### src/hdl/bpr_pkg.sv
// ----------------------------------------------------------------------------
// bpr_pkg
// Shared codes for the buffer pool page replacement engine: request
// functions, result status codes and controller states.
// ----------------------------------------------------------------------------
package bpr_pkg;

  typedef enum logic {
    FUNC_GET     = 1'b0,
    FUNC_RELEASE = 1'b1
  } func_e;

  typedef enum logic [2:0] {
    STATUS_HIT        = 3'd0,
    STATUS_MISS_READ  = 3'd1,
    STATUS_MISS_NEW   = 3'd2,
    STATUS_BEYOND     = 3'd3,
    STATUS_ALL_PINNED = 3'd4,
    STATUS_RELEASED   = 3'd5,
    STATUS_NOT_FOUND  = 3'd6
  } status_e;

  typedef enum logic [4:0] {
    ST_IDLE   = 5'b00001,
    ST_SCAN   = 5'b00010,
    ST_DECIDE = 5'b00100,
    ST_FILL   = 5'b01000,
    ST_FINISH = 5'b10000
  } state_e;

  localparam int unsigned FUNC_W   = 1;
  localparam int unsigned REQ_AW   = 32;
  localparam int unsigned STATUS_W = 3;
  localparam int unsigned SLOT_W   = 3;
  localparam int unsigned UCNT_W   = 4;
  localparam int unsigned UCNT_MAX = 15;

endpackage

### src/hdl/bpr_req_if.sv
// ----------------------------------------------------------------------------
// bpr_req_if
// Request channel: valid/ready handshake carrying one get or release request.
// ----------------------------------------------------------------------------
interface bpr_req_if;
  logic        valid;
  logic        ready;
  logic        func;
  logic [31:0] addr;
  logic [31:0] file_length;

  modport source (output valid, output func, output addr, output file_length, input ready);
  modport sink   (input valid, input func, input addr, input file_length, output ready);
endinterface

### src/hdl/bpr_rsp_if.sv
// ----------------------------------------------------------------------------
// bpr_rsp_if
// Result channel: valid/ready handshake carrying one result per request.
// ----------------------------------------------------------------------------
interface bpr_rsp_if;
  logic        valid;
  logic        ready;
  logic [2:0]  status;
  logic [2:0]  slot;
  logic        writeback;
  logic [31:0] writeback_addr;
  logic [3:0]  unpinned_count;

  modport source (output valid, output status, output slot, output writeback,
                  output writeback_addr, output unpinned_count, input ready);
  modport sink   (input valid, input status, input slot, input writeback,
                  input writeback_addr, input unpinned_count, output ready);
endinterface

### src/hdl/buffer_pool_page_replacement.sv
// ----------------------------------------------------------------------------
// buffer_pool_page_replacement
// Tag and policy engine for a pinned LRU page buffer pool.
// ----------------------------------------------------------------------------
// The slot records sit in a ring of SLOTS cells that rotates one place per
// cycle, while the engine scans or fills, past a single head unit, which does
// the lookup, aging, release and victim tracking for the record passing it.
// A request is taken only while the engine is idle. A release, a hit, a
// beyond-end or an all-pinned get takes one full rotation plus the accept,
// decision and hand-off states; a get that fills a slot takes a second
// rotation to write it. A finished result waits in the output register, so
// the next request can be scanned while it is still untaken.
module buffer_pool_page_replacement #(
  parameter int SLOTS     = 8,
  parameter int AGE_BITS  = 16,
  parameter int ADDR_BITS = 32
) (
  input logic        clk_i,
  input logic        rst_ni,
  bpr_req_if.sink    req_i,
  bpr_rsp_if.source  rsp_o
);

  import bpr_pkg::*;

  localparam int IDX_W = (SLOTS > 1) ? $clog2(SLOTS) : 1;
  localparam int CNT_W = $clog2(SLOTS + 1);
  localparam logic [IDX_W-1:0]    IDX_LAST = IDX_W'(SLOTS - 1);
  localparam logic [AGE_BITS-1:0] AGE_ONE  = AGE_BITS'(1);
  localparam logic [AGE_BITS-1:0] AGE_MAX  = '1;

  // ring of slot records
  logic [ADDR_BITS-1:0] c_addr   [SLOTS];
  logic                 c_valid  [SLOTS];
  logic [AGE_BITS-1:0]  c_age    [SLOTS];
  logic                 c_pinned [SLOTS];
  logic [ADDR_BITS-1:0] i_addr   [SLOTS];
  logic                 i_valid  [SLOTS];
  logic [AGE_BITS-1:0]  i_age    [SLOTS];
  logic                 i_pinned [SLOTS];

  logic [ADDR_BITS-1:0] n_addr;
  logic                 n_valid;
  logic [AGE_BITS-1:0]  n_age;
  logic                 n_pinned;
  logic                 shift;

  for (genvar g = 0; g < SLOTS; g++) begin : g_ring
    if (g == 0) begin : g_head
      assign i_addr[g]   = n_addr;
      assign i_valid[g]  = n_valid;
      assign i_age[g]    = n_age;
      assign i_pinned[g] = n_pinned;
    end else begin : g_link
      assign i_addr[g]   = c_addr[g-1];
      assign i_valid[g]  = c_valid[g-1];
      assign i_age[g]    = c_age[g-1];
      assign i_pinned[g] = c_pinned[g-1];
    end
    bpr_cell #(
      .AGE_BITS  (AGE_BITS),
      .ADDR_BITS (ADDR_BITS)
    ) u_cell (
      .clk_i    (clk_i),
      .rst_ni   (rst_ni),
      .shift_i  (shift),
      .addr_i   (i_addr[g]),
      .valid_i  (i_valid[g]),
      .age_i    (i_age[g]),
      .pinned_i (i_pinned[g]),
      .addr_o   (c_addr[g]),
      .valid_o  (c_valid[g]),
      .age_o    (c_age[g]),
      .pinned_o (c_pinned[g])
    );
  end

  // control
  state_e               state_q, state_d;
  logic [IDX_W-1:0]     idx_q;
  logic                 rsp_valid_q;
  logic                 out_free;

  // request under work
  logic                 func_q;
  logic [ADDR_BITS-1:0] a_q;
  logic [ADDR_BITS-1:0] len_q;
  logic                 beyond_q;

  // scan trackers
  logic                 hit_q;
  logic [IDX_W-1:0]     hit_idx_q;
  logic                 empty_q;
  logic [IDX_W-1:0]     empty_idx_q;
  logic                 best_found_q;
  logic [AGE_BITS-1:0]  best_age_q;
  logic [IDX_W-1:0]     best_idx_q;
  logic [ADDR_BITS-1:0] best_addr_q;
  logic [CNT_W-1:0]     cnt_q;
  logic [IDX_W-1:0]     victim_q;

  // finished result
  status_e              res_status_q;
  logic [IDX_W-1:0]     res_slot_q;
  logic                 res_wb_q;
  logic [ADDR_BITS-1:0] res_wb_addr_q;

  // output register
  logic [STATUS_W-1:0]  rsp_status_q;
  logic [SLOT_W-1:0]    rsp_slot_q;
  logic                 rsp_wb_q;
  logic [REQ_AW-1:0]    rsp_wb_addr_q;
  logic [UCNT_W-1:0]    rsp_cnt_q;

  logic [ADDR_BITS-1:0] h_addr;
  logic                 h_valid;
  logic [AGE_BITS-1:0]  h_age;
  logic                 h_pinned;
  logic                 h_match;
  logic                 get_live;
  logic                 req_fire;

  assign h_addr   = c_addr[SLOTS-1];
  assign h_valid  = c_valid[SLOTS-1];
  assign h_age    = c_age[SLOTS-1];
  assign h_pinned = c_pinned[SLOTS-1];
  assign h_match  = h_valid && (h_addr == a_q);
  assign get_live = (func_q == FUNC_GET) && !beyond_q;

  assign shift     = (state_q == ST_SCAN) || (state_q == ST_FILL);
  assign req_i.ready = (state_q == ST_IDLE);
  assign req_fire  = req_i.valid && req_i.ready;
  assign out_free  = !rsp_valid_q || rsp_o.ready;

  // head unit: updates the record leaving the last cell
  always_comb begin
    n_addr   = h_addr;
    n_valid  = h_valid;
    n_age    = h_age;
    n_pinned = h_pinned;
    if (state_q == ST_SCAN) begin
      if (get_live) begin
        if (h_match) begin
          n_age    = AGE_ONE;
          n_pinned = 1'b1;
        end else if (h_age != AGE_MAX) begin
          n_age = h_age + AGE_ONE;
        end
      end else if (func_q == FUNC_RELEASE && h_match) begin
        n_pinned = 1'b0;
      end
    end else if (state_q == ST_FILL && idx_q == victim_q) begin
      n_addr   = a_q;
      n_valid  = 1'b1;
      n_age    = AGE_ONE;
      n_pinned = 1'b1;
    end
  end

  // decision after the lookup rotation
  status_e          dec_status;
  logic [IDX_W-1:0] dec_slot;
  logic             dec_fill;
  logic             dec_wb;
  status_e          fill_status;

  assign fill_status = (a_q == len_q) ? STATUS_MISS_NEW : STATUS_MISS_READ;

  always_comb begin
    dec_status = STATUS_NOT_FOUND;
    dec_slot   = '0;
    dec_fill   = 1'b0;
    dec_wb     = 1'b0;
    priority if (func_q == FUNC_RELEASE) begin
      dec_status = hit_q ? STATUS_RELEASED : STATUS_NOT_FOUND;
      dec_slot   = hit_q ? hit_idx_q : '0;
    end else if (beyond_q) begin
      dec_status = STATUS_BEYOND;
    end else if (hit_q) begin
      dec_status = STATUS_HIT;
      dec_slot   = hit_idx_q;
    end else if (empty_q) begin
      dec_status = fill_status;
      dec_slot   = empty_idx_q;
      dec_fill   = 1'b1;
    end else if (best_found_q) begin
      dec_status = fill_status;
      dec_slot   = best_idx_q;
      dec_fill   = 1'b1;
      dec_wb     = 1'b1;
    end else begin
      dec_status = STATUS_ALL_PINNED;
    end
  end

  always_comb begin
    state_d = state_q;
    unique case (state_q)
      ST_IDLE:   if (req_fire) state_d = ST_SCAN;
      ST_SCAN:   if (idx_q == '0) state_d = ST_DECIDE;
      ST_DECIDE: state_d = dec_fill ? ST_FILL : ST_FINISH;
      ST_FILL:   if (idx_q == '0) state_d = ST_FINISH;
      ST_FINISH: if (out_free) state_d = ST_IDLE;
      default:   state_d = ST_IDLE;
    endcase
  end

  always_ff @(posedge clk_i or negedge rst_ni) begin
    if (!rst_ni) begin
      state_q     <= ST_IDLE;
      idx_q       <= IDX_LAST;
      rsp_valid_q <= 1'b0;
    end else begin
      state_q <= state_d;
      if (req_fire || state_q == ST_DECIDE) begin
        idx_q <= IDX_LAST;
      end else if (shift) begin
        idx_q <= idx_q - IDX_W'(1);
      end
      if (state_q == ST_FINISH && out_free) begin
        rsp_valid_q <= 1'b1;
      end else if (rsp_o.ready) begin
        rsp_valid_q <= 1'b0;
      end
    end
  end

  // slots pass the head in descending index order, so the last empty or
  // oldest-on-tie record seen is the lowest index
  always_ff @(posedge clk_i) begin
    if (req_fire) begin
      func_q       <= req_i.func;
      a_q          <= ADDR_BITS'(req_i.addr);
      len_q        <= ADDR_BITS'(req_i.file_length);
      beyond_q     <= ADDR_BITS'(req_i.addr) > ADDR_BITS'(req_i.file_length);
      hit_q        <= 1'b0;
      hit_idx_q    <= '0;
      empty_q      <= 1'b0;
      empty_idx_q  <= '0;
      best_found_q <= 1'b0;
      best_age_q   <= '0;
      best_idx_q   <= '0;
      best_addr_q  <= '0;
      cnt_q        <= '0;
    end else if (state_q == ST_SCAN) begin
      if (h_match && (get_live || func_q == FUNC_RELEASE)) begin
        hit_q     <= 1'b1;
        hit_idx_q <= idx_q;
      end
      if (!h_valid) begin
        empty_q     <= 1'b1;
        empty_idx_q <= idx_q;
      end
      if (!n_pinned && (!best_found_q || n_age >= best_age_q)) begin
        best_found_q <= 1'b1;
        best_age_q   <= n_age;
        best_idx_q   <= idx_q;
        best_addr_q  <= h_addr;
      end
      cnt_q <= cnt_q + CNT_W'(!n_pinned);
    end else if (state_q == ST_DECIDE) begin
      // the victim was unpinned before the fill
      cnt_q         <= cnt_q - CNT_W'(dec_fill);
      victim_q      <= dec_slot;
      res_status_q  <= dec_status;
      res_slot_q    <= dec_slot;
      res_wb_q      <= dec_wb;
      res_wb_addr_q <= dec_wb ? best_addr_q : '0;
    end
  end

  always_ff @(posedge clk_i) begin
    if (state_q == ST_FINISH && out_free) begin
      rsp_status_q  <= res_status_q;
      rsp_slot_q    <= SLOT_W'(res_slot_q);
      rsp_wb_q      <= res_wb_q;
      rsp_wb_addr_q <= REQ_AW'(res_wb_addr_q);
      rsp_cnt_q     <= (32'(cnt_q) > UCNT_MAX) ? UCNT_W'(UCNT_MAX) : UCNT_W'(cnt_q);
    end
  end

  assign rsp_o.valid          = rsp_valid_q;
  assign rsp_o.status         = rsp_status_q;
  assign rsp_o.slot           = rsp_slot_q;
  assign rsp_o.writeback      = rsp_wb_q;
  assign rsp_o.writeback_addr = rsp_wb_addr_q;
  assign rsp_o.unpinned_count = rsp_cnt_q;

  // the lookup rotation ends after exactly one pass over the ring
  a_scan_end: assert property (@(posedge clk_i) disable iff (!rst_ni)
    (state_q == ST_SCAN && idx_q == '0) |=> (state_q == ST_DECIDE))
    else $error("lookup rotation did not end at slot zero");

  // a fill pass follows only a get that missed
  a_fill_on_miss: assert property (@(posedge clk_i) disable iff (!rst_ni)
    (state_q == ST_DECIDE && dec_fill) |-> (func_q == FUNC_GET && !hit_q && !beyond_q))
    else $error("fill started for a request that was not a get miss");

  // unpinned count never exceeds the pool size at hand-off
  a_cnt_range: assert property (@(posedge clk_i) disable iff (!rst_ni)
    (state_q == ST_FINISH) |-> (32'(cnt_q) <= SLOTS))
    else $error("unpinned count out of range");

  // a write-back only comes with a miss that evicted a page
  a_wb_status: assert property (@(posedge clk_i) disable iff (!rst_ni)
    (state_q == ST_DECIDE && dec_wb) |->
      (dec_status == STATUS_MISS_READ || dec_status == STATUS_MISS_NEW))
    else $error("write-back reported without an eviction");

endmodule

### src/hdl/bpr_cell.sv
// ----------------------------------------------------------------------------
// bpr_cell
// One slot record of the tag ring: page address, valid, age and pin mark.
// On shift the record moves on to the next cell of the ring.
// ----------------------------------------------------------------------------
module bpr_cell #(
  parameter int AGE_BITS  = 16,
  parameter int ADDR_BITS = 32
) (
  input  logic                 clk_i,
  input  logic                 rst_ni,
  input  logic                 shift_i,
  input  logic [ADDR_BITS-1:0] addr_i,
  input  logic                 valid_i,
  input  logic [AGE_BITS-1:0]  age_i,
  input  logic                 pinned_i,
  output logic [ADDR_BITS-1:0] addr_o,
  output logic                 valid_o,
  output logic [AGE_BITS-1:0]  age_o,
  output logic                 pinned_o
);

  logic [ADDR_BITS-1:0] addr_q;
  logic                 valid_q;
  logic [AGE_BITS-1:0]  age_q;
  logic                 pinned_q;

  always_ff @(posedge clk_i or negedge rst_ni) begin
    if (!rst_ni) begin
      addr_q   <= '0;
      valid_q  <= 1'b0;
      age_q    <= AGE_BITS'(1);
      pinned_q <= 1'b0;
    end else if (shift_i) begin
      addr_q   <= addr_i;
      valid_q  <= valid_i;
      age_q    <= age_i;
      pinned_q <= pinned_i;
    end
  end

  assign addr_o   = addr_q;
  assign valid_o  = valid_q;
  assign age_o    = age_q;
  assign pinned_o = pinned_q;

endmodule

### src/flat_wrapper.sv
// flat-port wrapper written by rule: the top's interface ports become plain ports
module buffer_pool_page_replacement_flat import bpr_pkg::*;
#(
  parameter int SLOTS     = 8,
  parameter int AGE_BITS  = 16,
  parameter int ADDR_BITS = 32
)
  (clk_i, rst_ni, req_i_valid, req_i_func, req_i_addr, req_i_file_length, req_i_ready, rsp_o_valid, rsp_o_status, rsp_o_slot, rsp_o_writeback, rsp_o_writeback_addr, rsp_o_unpinned_count, rsp_o_ready);
  bpr_req_if req_i_i ();
  bpr_rsp_if rsp_o_i ();
  input logic clk_i;
  input logic rst_ni;
  input wire logic [$bits(req_i_i.valid)-1:0] req_i_valid;
  input wire logic [$bits(req_i_i.func)-1:0] req_i_func;
  input wire logic [$bits(req_i_i.addr)-1:0] req_i_addr;
  input wire logic [$bits(req_i_i.file_length)-1:0] req_i_file_length;
  output wire logic [$bits(req_i_i.ready)-1:0] req_i_ready;
  output wire logic [$bits(rsp_o_i.valid)-1:0] rsp_o_valid;
  output wire logic [$bits(rsp_o_i.status)-1:0] rsp_o_status;
  output wire logic [$bits(rsp_o_i.slot)-1:0] rsp_o_slot;
  output wire logic [$bits(rsp_o_i.writeback)-1:0] rsp_o_writeback;
  output wire logic [$bits(rsp_o_i.writeback_addr)-1:0] rsp_o_writeback_addr;
  output wire logic [$bits(rsp_o_i.unpinned_count)-1:0] rsp_o_unpinned_count;
  input wire logic [$bits(rsp_o_i.ready)-1:0] rsp_o_ready;
  assign req_i_i.valid = req_i_valid;
  assign req_i_i.func = req_i_func;
  assign req_i_i.addr = req_i_addr;
  assign req_i_i.file_length = req_i_file_length;
  assign req_i_ready = req_i_i.ready;
  assign rsp_o_valid = rsp_o_i.valid;
  assign rsp_o_status = rsp_o_i.status;
  assign rsp_o_slot = rsp_o_i.slot;
  assign rsp_o_writeback = rsp_o_i.writeback;
  assign rsp_o_writeback_addr = rsp_o_i.writeback_addr;
  assign rsp_o_unpinned_count = rsp_o_i.unpinned_count;
  assign rsp_o_i.ready = rsp_o_ready;
  buffer_pool_page_replacement #(.SLOTS(SLOTS), .AGE_BITS(AGE_BITS), .ADDR_BITS(ADDR_BITS)) u_core (.clk_i(clk_i), .rst_ni(rst_ni), .req_i(req_i_i), .rsp_o(rsp_o_i));
endmodule
### config.mk
export PLATFORM = sky130hd
export DESIGN_NAME = buffer_pool_page_replacement_flat
export DESIGN_NICKNAME = d
export VERILOG_FILES = /design/src/hdl/bpr_pkg.sv /design/src/hdl/bpr_req_if.sv /design/src/hdl/bpr_rsp_if.sv /design/src/hdl/buffer_pool_page_replacement.sv /design/src/hdl/bpr_cell.sv /design/src/flat_wrapper.sv
export SDC_FILE = /design/constraint.sdc
export NUM_CORES = 1
export LEC_CHECK = 0
export ABC_CLOCK_PERIOD_IN_PS = 4000
export BUFFER_PORTS_ARGS = -buffer_cell sky130_fd_sc_hd__clkbuf_2
export CAP_MARGIN = 25
export CORE_AREA = 2 2 264 201
export CTS_CLUSTER_DIAMETER = 60
export DETAILED_ROUTE_END_ITERATION = 10
export DIE_AREA = 0 0 266 203
export PLACE_DENSITY = 0.78
export SLEW_MARGIN = 0
export SYNTH_ARGS = -nofsm -noshare
export SYNTH_HDL_FRONTEND = slang
export SYNTH_SLANG_ARGS = --single-unit
### constraint.sdc
create_clock -name clk_i -period 4 [get_ports clk_i]
set_input_delay 1.2 -clock clk_i [delete_from_list [all_inputs] [get_ports clk_i]]
set_output_delay 1.2 -clock clk_i [all_outputs]
set_load 0.02 [all_outputs]
# == Yosys cells after proc, flatten, opt, wreduce, memory -nomap -nowiden ==
# Cells that the tools add are included.
# word_totals
reg_bits,621
inputBits,69
out_inout_bits,45
elab_cells,154
# op_classes
addsub,4
magnitude_cmp,2
eq_ne,13
mux,48
bitwise,4
n_reduce_logical,26
# ops
op,count
two-way mux 16 bit,5
== test 32 bit,2
two-way mux 32 bit,2
two-way mux 3 bit,13
greater-than comparator 32 bit,1
two-way mux 5 bit,5
case mux 5 bit (5 select lines),1
two-way mux 1 bit,18
adder 16 x 1 -> 16 bit (second input constant),1
greater-or-equal comparator 16 bit,1
!= test 16 bit (second input constant),1
logical AND 1 bit,8
two-way mux 4 bit,2
!= test 2 bit (second input constant),3
AND reduction 2 bit,3
nonzero test 2 bit,3
== test 5 x 1 -> 1 bit (second input constant),1
== test 5 x 2 -> 1 bit (second input constant),1
== test 5 x 3 -> 1 bit (second input constant),1
== test 5 x 4 -> 1 bit (second input constant),1
== test 5 bit (second input constant),1
logical OR 1 bit,5
adder 4 x 1 -> 4 bit,1
zero test 1 bit,4
other kinds (9),13

# == Logic depth before layout (Yosys ltp) ==
# Gate-level depths: netlist of run 1.
# depth
depth_word,9
ltp_mapped,19
mapped_depth_nobuf,16

# == Modules after synthesis ==
# Synthesis of run 1 repeated with hierarchy kept, for this count alone.
# hier_totals
cells_unflattened,1750
hier_area_um2,27543.9
# by_module_without_submodules
module,n_inst,cells_per_inst,area_each_um2,seq_area_each_um2
bpr_cell,8,106,2114.5,1252.5
buffer_pool_page_replacement,1,902,10627.7,5955.7

# == Least setup slack after synthesis of run 1 ==
# OpenSTA, ideal clock, no wires.
# synth_timing
path_type,register to register
start,register u_core.a_q[31]
end,register u_core.best_age_q[10]
setup_ps,134
t_arrival_ps,4260
t_required_ps,3866
slack_ps,-394
path_stages_with_launch,17
path_buffers,2
synth_period_minus_slack_ps,4394
path_cell_list,edfxtp_1 -> xor2_1 -> or4_1 -> or4_4 -> or4_4 -> buf_6 -> nand2_1 -> o311a_1 -> inv_1 -> ha_1 -> o21a_1 -> nor2_1 -> nor4b_1 -> a31oi_1 -> nor2_1 -> clkbuf_1 -> a211oi_1
# synth_via
elab_chain_cells,9
elab_cells_between_ends,15
cone_classes,order compare (1); eq/ne (1); mux (7); reduce/logical (6)
# synth_rtl
item,line_no,text
from (decl),buffer_pool_page_replacement.sv:86,logic [ADDR_BITS-1:0] a_q;
from (signal assigned),buffer_pool_page_replacement.sv:233,a_q <= ADDR_BITS'(req_i.addr);
== test 32 bit,buffer_pool_page_replacement.sv:127,assign h_match = h_valid && (h_addr == a_q);
logical AND 1 bit,buffer_pool_page_replacement.sv:127,
two-way mux 16 bit,buffer_pool_page_replacement.sv:143,if (h_match) begin
two-way mux 16 bit,buffer_pool_page_replacement.sv:142,if (get_live) begin
two-way mux 16 bit,buffer_pool_page_replacement.sv:141,if (state_q == ST_SCAN) begin
via u_core.g_ring[0].u_cell.age_i[7],bpr_cell.sv:15,"input logic [AGE_BITS-1:0] age_i,"
greater-or-equal comparator 16 bit,buffer_pool_page_replacement.sv:254,if (!n_pinned && (!best_found_q || n_age >= best_age_q)) begin
logical OR 1 bit,buffer_pool_page_replacement.sv:254,
logical AND 1 bit,buffer_pool_page_replacement.sv:254,
AND reduction 2 bit (no source line),--,
to (signal assigned),buffer_pool_page_replacement.sv:256,best_age_q <= n_age;
to (decl),buffer_pool_page_replacement.sv:96,logic [AGE_BITS-1:0] best_age_q;
# The timed path passes the listed nets, and every way through them passes these cells.
# A chain may end at the register's enable or synchronous reset.

# == Worst setup path in the final report of run 1 ==
# layout_timing
start,register u_core.a_q[22]
end,register u_core.best_age_q[7]
# layout_via
elab_chain_cells,9
elab_cells_between_ends,15
cone_classes,order compare (1); eq/ne (1); mux (7); reduce/logical (6)
# layout_rtl
item,line_no
== test 32 bit *,buffer_pool_page_replacement.sv:127
logical AND 1 bit *,buffer_pool_page_replacement.sv:127
two-way mux 16 bit or logical AND 1 bit (tied branches),"buffer_pool_page_replacement.sv:143, buffer_pool_page_replacement.sv:149"
two-way mux 16 bit or two-way mux 1 bit (tied branches),"buffer_pool_page_replacement.sv:142, buffer_pool_page_replacement.sv:149"
two-way mux 16 bit or two-way mux 1 bit (tied branches),"buffer_pool_page_replacement.sv:141, buffer_pool_page_replacement.sv:142"
greater-or-equal comparator 16 bit or two-way mux 1 bit (tied branches),"buffer_pool_page_replacement.sv:254, buffer_pool_page_replacement.sv:141"
logical OR 1 bit or zero test 1 bit (tied branches),buffer_pool_page_replacement.sv:254
logical AND 1 bit,buffer_pool_page_replacement.sv:254
AND reduction 2 bit (no source line),--
# Mark *: on every way between the ends. The rest lies on a longest branch, timed or not.

==> results of run 1 <==
==> cells in the mapped netlist (all sizes together) (2+ instances only) <==
master and instances:
o311a 4, edfxtp 148, and3 4, o211ai 5, a31oi 4, a21o 8
or3 5, or4 7, nand3 51, and4 4, or2 2, and2 34
nand4 39, a21oi 53, o21a 4, a31o 5, dfstp 12, a211oi 16
nor4 13, nor2 43, a41o 2, dfrtp 397, inv 71, nand2b 14
nand3b 3, xnor2 58, o22ai 3, nor3 8, clkbuf 123, o21ai 78
dfxtp 64, nand4b 2, a22oi 36, nor2b 9, xor2 9, nand2 1189
o31ai 8, mux2i 6, buf 3, ha 54
==> what timing repair did <==
action                                  4_1_cts  5_1_grt
gates cloned                                  1        0
setup buffers                                13        3
pin swaps                                    21        6
hold endpoints to repair                      0        0
resized for setup                            62       28
endpoints found under the setup margin       51       51
==> cell type report <==
class	instances	share of cell area
sequential	621	0.525
multi-input combinational	1794	0.300
timing repair buffer	315	0.0773
clock buffer	79	0.0508
tap	666	0.0274
clock inverter	22	0.0103
inverter	71	0.00884
==> flip-flops by register name, indices dropped and copies added (netlist names), 16 cells and up <==
name / flops
u_core.res_wb_addr_q: 32
u_core.best_addr_q: 32
u_core.len_q: 32
u_core.rsp_o.writeback_addr: 32
u_core.best_age_q: 16
u_core.a_q: 32
u_core.g_ring.u_cell.addr_o: 256
u_core.g_ring.u_cell.age_o: 128
==> layer usage <==
layer,track usage,wire length (µm)
met1,0.328,27200
met3,0.0697,5900
met2,0.362,28600
met5,0,24
met4,0.0656,1500
==> where the power goes <==
part	switching, mW	total, mW	leakage, nW	internal [mW]
Clock	2.32	5.46	0.902	3.14
Combinational	2.38	3.66	6.61	1.27
Sequential	0.298	7.29	7.58	6.99
==> worst max path at each step <==
stage                              start                     end  slack, ns  cells past startpoint
after detailed placement  u_core.a_q[28]  u_core.best_addr_q[23]      -0.52                     14
after floorplan           u_core.a_q[28]   u_core.best_age_q[10]      -0.13                     15
after CTS                 u_core.a_q[28]   u_core.best_age_q[11]      -0.19                     18
after global routing      u_core.a_q[28]    u_core.best_age_q[7]      -0.41                     18
after global placement    u_core.a_q[28]    u_core.best_idx_q[1]      -0.45                     14
final                     u_core.a_q[22]    u_core.best_age_q[7]      -0.27                     18
==> through the flow <==
step                setup TNS, ns  setup WS [ns]  power, mW  area, µm²  hold WS [ns]
finish                     -11.01         -0.271       16.4      30400         0.419
global route               -17.03         -0.410       17.1      30400         0.426
CTS                         -7.14         -0.187       16.4      30300         0.420
detailed placement         -24.64         -0.518       10.6      28100         0.405
global placement           -20.18         -0.453       10.5      28100         0.408
floorplan                   -5.77         -0.127       9.40      25600         0.400
==> kinds of logic after synthesis <==
logic type / after synthesis / synth area share
xor gates and xnor gates: 67 / 0.0231
buffers and inverters: 197 / 0.0296
adders and majority gates: 55 / 0.0274
DFF: 621 / 0.629
muxes: 6 / 0.00236
AOI/OAI and AO/OA: 237 / 0.0592
and+or+nand+nor: 1429 / 0.229
==> metrics.md, run 1 <==
| Metric | Value |
|---|---|
| Crit path kind | register to register |
| DR WL/cell | 17.7 µm |
| Htree depth | 2 |
| DRC | 0 |
| VDD IR max | 0.371 mV |
| Total Routing Usage GR | 0.236 |
| P&R area growth vs syn | 19.8% |
| Top post-synthesis cells by area | dfrtp_1 (39%), nand2_1 (18%), edfxtp_1 (17%), dfxtp_1 (5.0%), ha_1 (2.7%) |
| Worst-path cell chain | xnor2_1 -> nand4_1 -> or4_4 -> nor4_4 -> buf_4 -> buf_6 -> o31ai_2 -> o21a_1 -> ha_1 -> nand2b_4 -> a21o_1 -> a211oi_2 -> o21ai_2 -> buf_4 -> a31o_4 -> buf_8 -> a21oi_2 -> a211oi_2 |
| CTS tree | done |
| Power Density | 539 mW/mm² |
| Chip height | 203 µm |
| First-pass GRT wire length | 101000 µm |
| Crit-path max FO | 10 |
| Syn_nets | 2736 |
| Worst EP required | 4.46 ns |
| Final WS setup | -0.271 ns |
| Max-cap viol count | 0 |
| Reg2reg start | u_core.a_q[22] |
| Gate Count Post-Synth | 2612 |
| Count of cell types in the netlist | 63 |
| Worst path top cell family by delay | compound AO/OA/AOI/OAI gates |
| Core Util, Final | 0.594 |
| # diodes | 0 |
| Yosys reg bits | 621 |
| CP max stage delay | 0.60 ns |
| Antenna-violating nets left | 0 |
| Layout cells sized above 1 | 0.170 |
| Hold-critical path endpoint | u_core.rsp_o.writeback |
| Via count | 19200 |
| Row count | 72 |
| Starting Density | 0.496 |
| Die ar. | 0.0540 mm² |
| Hold_buf cts | 0 |
| Largest net degree at the start of global routing | 121 |
| Storage cell area | 0.0160 mm² |
| Pre-antenna DRT Iters | 5 |
| Violated checks | negative setup slack |
| Final hold violation count | 0 |
| Fin nets | 2981 |
| Vias in the first global route | 19000 |
| Initial antenna violation count | 2 |
| Post-Syn Area | 0.0254 mm² |
| Final setup skew | 0.0290 ns |
| Post-synth EDFFs | 148 |
| Fillcell total | 4076 |
| Placed cells | 3450 |
| Tmin final | 4.27 ns |
| Die span in x | 266 µm |
| Syn. warnings | 0 |
| Yosys top cell area share | 0.391 |
| PortBufs | 113 |
| Worst path arrival time | 4.73 ns |
| Commonest cells after routing, fill and taps aside | nand2_1 (1186), dfrtp_1 (397), buf_4 (178) |
| Clk slew on worst S/H paths | 0.07 ns |
| IO Pins | 114 |
| RSZ-0062 raised after global routing | true |
| Core Region | 0.0512 mm² |
| Hold crit path type | register to register |
| Worst-Margin Slew | 0.929 ns |
| Clock Latency Late Sink | 0.61 ns |
| Commonest non-fill, non-tap cell in the layout | nand2_1 |
| Endpoints failing setup | 51 |
| Max-slew headroom | 0.381 |
| Flop-to-flop setup slack | -0.27 ns |
| Worst Reg-to-Reg Cells | 18 |
| Sink Count | 621 |
| HPWL after detailed placement | 43300 µm |
| Leading area contributor after synthesis | dfrtp_1 |
| Clock Path Buffers | 3 |
| Synth Flop Type | dfrtp_1 |
| Crit start category | register |
| Area of the multi-input gates | 0.00913 mm² |
| Placer Congestion | 0.933 |
| Status | complete, but fails checks |
| Tcrit/Tclk final | 1.07 |
| Mean area per synthesized cell | 9.72 µm² |
| Root buf cell | clkbuf_16 |
| Initial DRC count | 1963 |
| CP max-delay cell | or4_4 |
| Final Max Tran Viols | 0 |
| Maximum clock frequency | 234 MHz |
| GRT overflow | 0 |
| Critical Path Sink Type | register |
| Hold path startpoint | u_core.res_wb_q |
| FF-to-FF End | u_core.best_age_q[7] |
| Final WL | 63200 µm |
| Avg Vias per Cell | 5.38 |
| Post-synth ARST share | 0.659 |
| Register area share after synthesis | 0.629 |
| WP buf/inv | 4 |
| Hold path cells | 0 |
| CTS Buf Count | 54 |
| Fin cells | 3568 |
| Lkg Pwr | 15.1 nW |
No activity file was read; power rests on OpenSTA's default activity.
==> run 2: changes to the inputs <==
==> constraint.sdc (replaced) <==
create_clock -name clk_i -period 4 [get_ports clk_i]
set_input_delay 0.4 -clock clk_i [delete_from_list [all_inputs] [get_ports clk_i]]
set_output_delay 0.4 -clock clk_i [all_outputs]
set_load 0.02 [all_outputs]
==> run 2 against run 1 <==
Effect of this change:
- flip-flop and latch count stayed put
- the flow still finishes with violations (negative setup slack)
- design area grew 1.5%
- final cell count increased by 1.1%
- clock power increased by 5.9%
- global-route usage up 0.57 points
- via count grew 1.0%
- first-iteration DRC count down 2.9%
- maximum frequency decreased by 0.51%
- utilization up 0.89 points
- die area is the same
- critical path type unchanged
- critical endpoint unchanged
- combinational power about the same
- register-to-register slack got worse by 0.02 ns
==> metrics.md, run 2 (same netlist as run 1, synthesis figures left out) <==
| Metric | Value |
|---|---|
| Max-cap viol count | 0 (unchanged) |
| Fillcell total | 3978 (-2.4%) |
| Clock Path Buffers | 3 (unchanged) |
| Maximum clock frequency | 233 MHz (-0.51%) |
| VDD IR max | 0.368 mV (-0.66%) |
| DR WL/cell | 18.2 µm (+2.5%) |
| Flop-to-flop setup slack | -0.29 ns (-0.02 ns) |
| Crit-path max FO | 11 (+1) |
| Initial antenna violation count | 2 (unchanged) |
| Final hold violation count | 0 (unchanged) |
| CTS tree | done |
| DP Worst Slack | -0.546 ns (-0.0274 ns) |
| GRT overflow | 0 (unchanged) |
| FF-to-FF End | u_core.best_age_q[7] |
| Core Region | 0.0512 mm² (unchanged) |
| Lkg Pwr | 15.3 nW (+1.6%) |
| IO Pins | 114 (unchanged) |
| Initial DRC count | 1907 (-2.9%) |
| PortBufs | 113 (unchanged) |
| Avg Vias per Cell | 5.37 (-0.10%) |
| Pre-antenna DRT Iters | 6 (+1) |
| Tcrit/Tclk final | 1.07 (+0.00551) |
| Critical Path End | u_core.best_age_q[7] |
| Starting Density | 0.496 (unchanged) |
| Worst path arrival time | 4.75 ns (+0.02 ns) |
| P&R area growth vs syn | 21.5% |
| Power Density | 543 mW/mm² (+0.61%) |
| Row count | 72 (unchanged) |
| Commonest cells after routing, fill and taps aside | nand2_1 (1187), dfrtp_1 (397), buf_4 (169) |
| Worst Reg-to-Reg Cells | 17 (-1) |
| Max-slew headroom | 0.428 (+0.0467) |
| Dpl cell area | 0.0280 mm² (-0.12%) |
| Antenna-violating nets left | 0 (unchanged) |
| Sink Count | 621 (unchanged) |
| Placer Congestion | 0.907 (-2.7%) |
| Root buf cell | clkbuf_16 |
| Die ar. | 0.0540 mm² (unchanged) |
| Final WL | 65600 µm (+3.7%) |
| Die span in x | 266 µm (unchanged) |
| Largest net degree at the start of global routing | 153 (+26%) |
| Hold crit path type | primary input to register |
| Final Max Tran Viols | 0 (unchanged) |
| Status | complete, but fails checks |
| Total Routing Usage GR | 0.242 (+0.00571) |
| RSZ-0062 raised after global routing | true |
| DRC | 0 (unchanged) |
| Htree depth | 2 (unchanged) |
| Layout cells sized above 1 | 0.167 (-0.00294) |
| Critical Path Sink Type | register |
| Clock Latency Late Sink | 0.61 ns (about the same) |
| Final WS setup | -0.293 ns (-0.0220 ns) |
| Endpoints failing setup | 51 (unchanged) |
| CTS Buf Count | 57 (+5.6%) |
| Via count | 19400 (+1.0%) |
| Worst EP required | 4.45 ns (about the same) |
| Max reg flops | 256 (unchanged) |
| Final setup skew | 0.0214 ns (-0.00767 ns) |
| Violated checks | negative setup slack |
| Vias in the first global route | 19200 (+1.0%) |
| Tmin final | 4.29 ns (+0.0220 ns) |
| WHS | 0.0125 ns (-0.407 ns) |
| Crit path launch | u_core.a_q[20] |
| Chip height | 203 µm (unchanged) |
| Post-route cell area | 0.0309 mm² (+1.5%) |
| Setup TNS | -12.62 ns (-1.61 ns) |
| Fin nets | 3016 (+1.2%) |
| First-pass GRT wire length | 103000 µm (+2.2%) |
| HPWL after detailed placement | 43800 µm (+1.3%) |
| Crit start category | register |
| Reg2reg start | u_core.a_q[20] |
| Commonest non-fill, non-tap cell in the layout | nand2_1 |
| Crit path kind | register to register |
| Core Util, Final | 0.603 (+0.00890) |
| Worst-Margin Slew | 0.859 ns (-0.0701 ns) |
| Hold path cells | 1 (+1) |
| Clk slew on worst S/H paths | 0.06 ns (about the same) |
run 2: critical path, stage by stage (launching register included):
cell and delay [ns]:
edfxtp_1 0.42, xnor2_1 0.40, nand4_1 0.21, or4_4 0.61, or4_4 0.53, nand4_1 0.16
o311a_1 0.20, inv_1 0.05, ha_1 0.30, a21oi_2 0.16, o21ai_1 0.07, nand2_1 0.06
nand4b_1 0.16, buf_4 0.19, a31o_4 0.27, buf_12 0.17, a21oi_4 0.12, a211oi_1 0.06
run 2: how the worst min path moves through the flow:
stage / start / to / slack (ns)
after global placement: u_core.res_wb_addr_q[1] / u_core.rsp_o.writeback_addr[1] / 0.41
after global routing: req_i_addr[3] / u_core.a_q[3] / 0.003
after detailed placement: u_core.res_status_q[0] / u_core.rsp_o.status[0] / 0.41
after CTS: req_i_file_length[15] / u_core.len_q[15] / 0.0003
final: req_i_file_length[15] / u_core.len_q[15] / 0.01
after floorplan: rst_ni / u_core.g_ring[0].u_cell.addr_o[0] / 0.10
run 2: report_power, final:
part           switching (mW)  internal, mW  total, mW
logic                    2.39          1.28       3.67
registers               0.306          6.99       7.30
clock network            2.45          3.34       5.78
run 2: timing repair:
item,4_1_cts,5_1_grt
endpoints found under the setup margin,51,51
buffers inserted,8,4
hold buffers,37,3
pin swaps,8,8
cloned,0,2
hold endpoints to repair,144,3
resized for setup,20,53
run 2: area by class of cell:
| type | count | area [µm²] | area share |
|---|---|---|---|
| Clock buffer | 73 | 1590 | 0.0514 |
| Tap cell | 666 | 833 | 0.0270 |
| Clock inverter | 35 | 423 | 0.0137 |
| Inverter | 71 | 269 | 0.00871 |
| Timing Repair Buffer | 347 | 2720 | 0.0881 |
| Sequential cell | 621 | 16000 | 0.517 |
| Antenna cell | 1 | 2.50 | 0.0000811 |
| Multi-Input combinational cell | 1794 | 9060 | 0.294 |
run 2: through the flow:
step                power (mW)  instances
global placement          10.5       3444
finish                    16.8       3608
floorplan                 9.40       2612
detailed placement        10.7       3444
global route              17.4       3607
CTS                       16.5       3597
run 2: layer usage:
layer  routed length (µm)  part of all wire  vias to the layer above  GRT usage
li1                     -                 -                     9085          -
met1                28200              0.43                     9517      0.337
met2                29800              0.46                      672      0.373
met3                 6140             0.094                      112     0.0706
met4                 1360             0.021                        2     0.0604
met5                   13           0.00020                        -          0
==> run 3: changes to the inputs <==
CORE_AREA = 2 2 275 209   (was 2 2 264 201)
DIE_AREA = 0 0 277 211   (was 0 0 266 203)
SYNTH_HIERARCHICAL = 1   (was default)
==> run 3 against run 2 <==
Effect of this change:
- the flow still finishes with violations (negative setup slack)
- routed wire length decreased by 6.8%
- synthesized cell count down 33%
- flip-flop and latch count unchanged
- utilization shrank 1.6 points
- non-clock buffer count rose by 34
- via count decreased by 20%
- hold slack gained 0.014 ns
- die area increased by 8.2%
- highest routed layer is now met4
- sequential share of layout area down 2.8 points
- worst setup slack got worse by 0.17 ns
- final cell count decreased by 20%
==> metrics.md, run 3 <==
| Metric | Value |
|---|---|
| Status | complete, but fails checks |
| Violated checks | negative setup slack |
| DRC | 0 (unchanged) |
| Initial antenna violation count | 1 (-1) |
| Placer Congestion | 0.853 (-5.9%) |
| DP Worst Slack | -0.508 ns (+0.0375 ns) |
| Max reg flops | 256 (unchanged) |
| Largest net degree at the start of global routing | 116 (-24%) |
| CP max-delay cell | or4_1 |
| Clock Path Buffers | 3 (unchanged) |
| Top post-synthesis cells by area | dfrtp_1 (36%), mux2_4 (22%), edfxtp_1 (16%), dfxtp_1 (4.7%), buf_12 (2.9%) |
| CP dominant cell by count | buf_12 |
| HPWL after detailed placement | 41200 µm (-6.0%) |
| Leading area contributor after synthesis | dfrtp_1 |
| Final Max Tran Viols | 0 (unchanged) |
| Die span in x | 277 µm (+4.1%) |
| CTS Buf Count | 57 (unchanged) |
| Fillcell total | 4129 (+3.8%) |
| Hold crit path type | primary input to register |
| Vias in the first global route | 16300 (-15%) |
| WHS | 0.0268 ns (+0.0144 ns) |
| Register area share after synthesis | 0.580 (-0.0490) |
| Worst Reg-to-Reg Cells | 19 (+2) |
| Lkg Pwr | 15.4 nW (+0.73%) |
| Commonest cells after routing, fill and taps aside | mux2_4 (400), dfrtp_1 (397), buf_4 (176) |
| Antenna-violating nets left | 0 (unchanged) |
| Endpoints failing setup | 52 (+2.0%) |
| Final hold violation count | 0 (unchanged) |
| CP max stage delay | 0.55 ns (-0.06 ns) |
| Switching power | 4.63 mW (-10%) |
| Commonest non-fill, non-tap cell in the layout | mux2_4 |
| Via count | 15400 (-20%) |
| Clk slew on worst S/H paths | 0.07 ns (about the same) |
| Post-Syn Area | 0.0275 mm² (+8.4%) |
| Power Density | 490 mW/mm² (-9.6%) |
| Post-synth top cells | mux2_4 (400), dfrtp_1 (397), edfxtp_1 (148), nor2_1 (79) |
| Gate Count Post-Synth | 1750 (-33%) |
| Max-slew headroom | 0.302 (-0.126) |
| Worst-path cell chain | xor2_1 -> or4_1 -> or4_4 -> nor4_4 -> buf_6 -> buf_12 -> buf_4 -> a211oi_1 -> ha_1 -> a21oi_1 -> o21ai_2 -> a2111oi_4 -> o21ai_2 -> o211ai_4 -> buf_12 -> buf_12 -> buf_16 -> mux2i_1 -> nor2_1 |
| Die ar. | 0.0584 mm² (+8.2%) |
| First-pass GRT wire length | 96000 µm (-6.9%) |
| Critical Path Sink Type | register |
| Htree depth | 2 (unchanged) |
| Final WL | 61100 µm (-6.8%) |
| VDD IR max | 0.353 mV (-4.1%) |
| Max-cap viol count | 0 (unchanged) |
| Count of cell types in the netlist | 62 (-1.6%) |
| Syn. warnings | 6 (+6) |
| Count leader, synth | mux2_4 |
| Pre-antenna DRT Iters | 8 (+2) |
| Synth Flop Type | dfrtp_1 |
| Post-synth EDFFs | 148 (unchanged) |
| PortBufs | 113 (unchanged) |
| Sw frac | 0.289 (-0.0181) |
| Tcrit/Tclk final | 1.12 (+0.0428) |
| FF-to-FF End | u_core/best_addr_q[1] |
| Yosys reg bits | 621 (unchanged) |
| Crit path kind | register to register |
| Hold-critical path endpoint | u_core/a_q[3] |
| Initial DRC count | 1282 (-33%) |
| Core Region | 0.0556 mm² (+8.6%) |
| Mean area per synthesized cell | 15.7 µm² (+62%) |
| Reg2reg start | u_core/g_ring[7].u_cell/addr_o[3] |
| Root buf cell | clkbuf_16 |
| Clock Latency Late Sink | 0.63 ns (+0.02 ns) |
| Post-synth ARST share | 0.659 (unchanged) |
| Chip height | 211 µm (+3.9%) |
| Sink Count | 621 (unchanged) |
| Hold path startpoint | req_i_addr[3] |
| # diodes | 0 (-1) |
| Final setup skew | 0.0296 ns (+0.00825 ns) |
| Worst path arrival time | 4.97 ns (+0.22 ns) |
| Fin nets | 2239 (-26%) |
| P&R area growth vs syn | 18.5% |
| Row count | 75 (+4.2%) |
| Combinational Power Share | 0.225 (+0.006) |
| Worst EP required | 4.50 ns (+0.05 ns) |
| Flop pwr share | 0.444 (+0.008) |
| Yosys top cell area share | 0.361 (-0.0305) |
| CTS tree | done |
| Flop-to-flop setup slack | -0.46 ns (-0.17 ns) |
| Avg Vias per Cell | 5.33 (-0.85%) |
| Starting Density | 0.496 (-0.000570) |
| Setup TNS | -21.28 ns (-8.66 ns) |
| DR WL/cell | 21.1 µm (+16%) |
| Clock power share | 0.331 (-0.014) |
| Syn_nets | 1874 (-32%) |
| GRT overflow | 0 (unchanged) |
| RSZ-0062 raised after global routing | true |
| Crit-path max FO | 8 (-3) |
| Maximum clock frequency | 224 MHz (-3.8%) |
| Internal power | 11.4 mW (-1.9%) |
| Worst-Margin Slew | 1.04 ns (+0.182 ns) |
| Hold path cells | 1 (unchanged) |
| Total Routing Usage GR | 0.212 (-0.0298) |
| Crit start category | register |
| IO Pins | 114 (unchanged) |
| Final WS setup | -0.464 ns (-0.171 ns) |
| Layout cells sized above 1 | 0.416 (+0.249) |
| Tmin final | 4.46 ns (+0.171 ns) |
[run 3: changes by cell type in the layout (fill, tap and decap cells not counted), moves of 14 or more]
cell      delta
o21ai_1     -21
o21ai_0     -29
clkbuf_1    +14
nand3_1     -27
mux2_2      +33
mux2_4     +400
xnor2_1     -33
xor2_1      +45
nor2_1      +38
mux2i_1     +39
a22oi_1     -33
nand2_1   -1149
nand4_1     -21
[run 3: power by group through the flow]
stage	Combinational [mW]	Sequential, mW	Clock [mW]
global placement	3.09	7.22	0
finish	3.60	7.11	5.30
global route	3.82	7.14	5.66
detailed placement	3.18	7.23	0
CTS	3.44	7.11	5.41
floorplan	2.66	7.19	0
[run 3: cells by family (layout without fill, tap and decap cells)]
family / after synthesis / in the layout / synth area share
AO/OA/AOI/OAI: 122 / 122 / 0.0286
XOR/XNOR: 75 / 75 / 0.0238
adder cells (fa/ha/maj): 55 / 55 / 0.0253
buffers and inverters: 140 / 554 / 0.0461
flip-flops: 621 / 621 / 0.580
multiplexers: 480 / 480 / 0.249
AND/OR/NAND/NOR: 257 / 257 / 0.0476
[run 3: area by class of cell]
cell class                 count  area (µm²)  share of cell area
clock buffer                  84        1600              0.0490
sequential                   621       16000               0.489
timing repair buffer         381        3140              0.0962
clock inverter                24         213             0.00652
tap                          731         915              0.0280
multi-input combinational    989       10500               0.323
inverter                      65         254             0.00778
[run 3: worst max-delay path by stage]
stage               slack [ns]  cells after the start                endpoint                               from
finish                   -0.46                     19   u_core/best_addr_q[1]  u_core/g_ring[7].u_cell/addr_o[3]
CTS                      -0.40                     19    u_core/best_age_q[4]  u_core/g_ring[7].u_cell/addr_o[3]
detailed placement       -0.51                     17  u_core/best_addr_q[15]  u_core/g_ring[7].u_cell/addr_o[3]
floorplan                -0.11                     18    u_core/best_age_q[0]                      u_core/a_q[3]
global placement         -0.38                     16  u_core/best_addr_q[18]                      u_core/a_q[3]
global route             -0.59                     19  u_core/best_addr_q[21]                     u_core/a_q[19]
[run 3: what timing repair did]
item / in CTS / in global routing
pin swaps: 3 / 12
hold endpoints to repair: 157 / 0
buffers inserted: 33 / 7
endpoints found under the setup margin: 51 / 54
gates resized for setup: 32 / 24
hold buffers: 52 / 0
cloned: 3 / 3
[run 3: metal layers]
layer	GRT usage	vias up	wire (µm)
li1	-	6976	-
met1	0.314	7887	28600
met2	0.311	468	26400
met3	0.0521	93	4740
met4	0.0579	0	1320
met5	0	-	0
[run 3: stage by stage]
step                      instance area, µm²   util  cells  power [mW]
final                                  32600  0.588   2895        16.0
after global routing                   32600  0.588   2895        16.6
after CTS                              32400  0.584   2887        16.0
after detailed placement               29600  0.533   2691        10.4
after global placement                 29600  0.533   2691        10.3
after floorplan                        27600      -   1750        9.85
[run 3: critical path, delay by kind of cell, from the launching register on]
kind / cells / cell delay, ns
simple gates: 4 / 1.32
compound gates: 6 / 1.03
buf+inv: 6 / 0.84
flops: 1 / 0.40
fa+ha+maj: 1 / 0.33
mux: 1 / 0.21
xor+xnor: 1 / 0.18
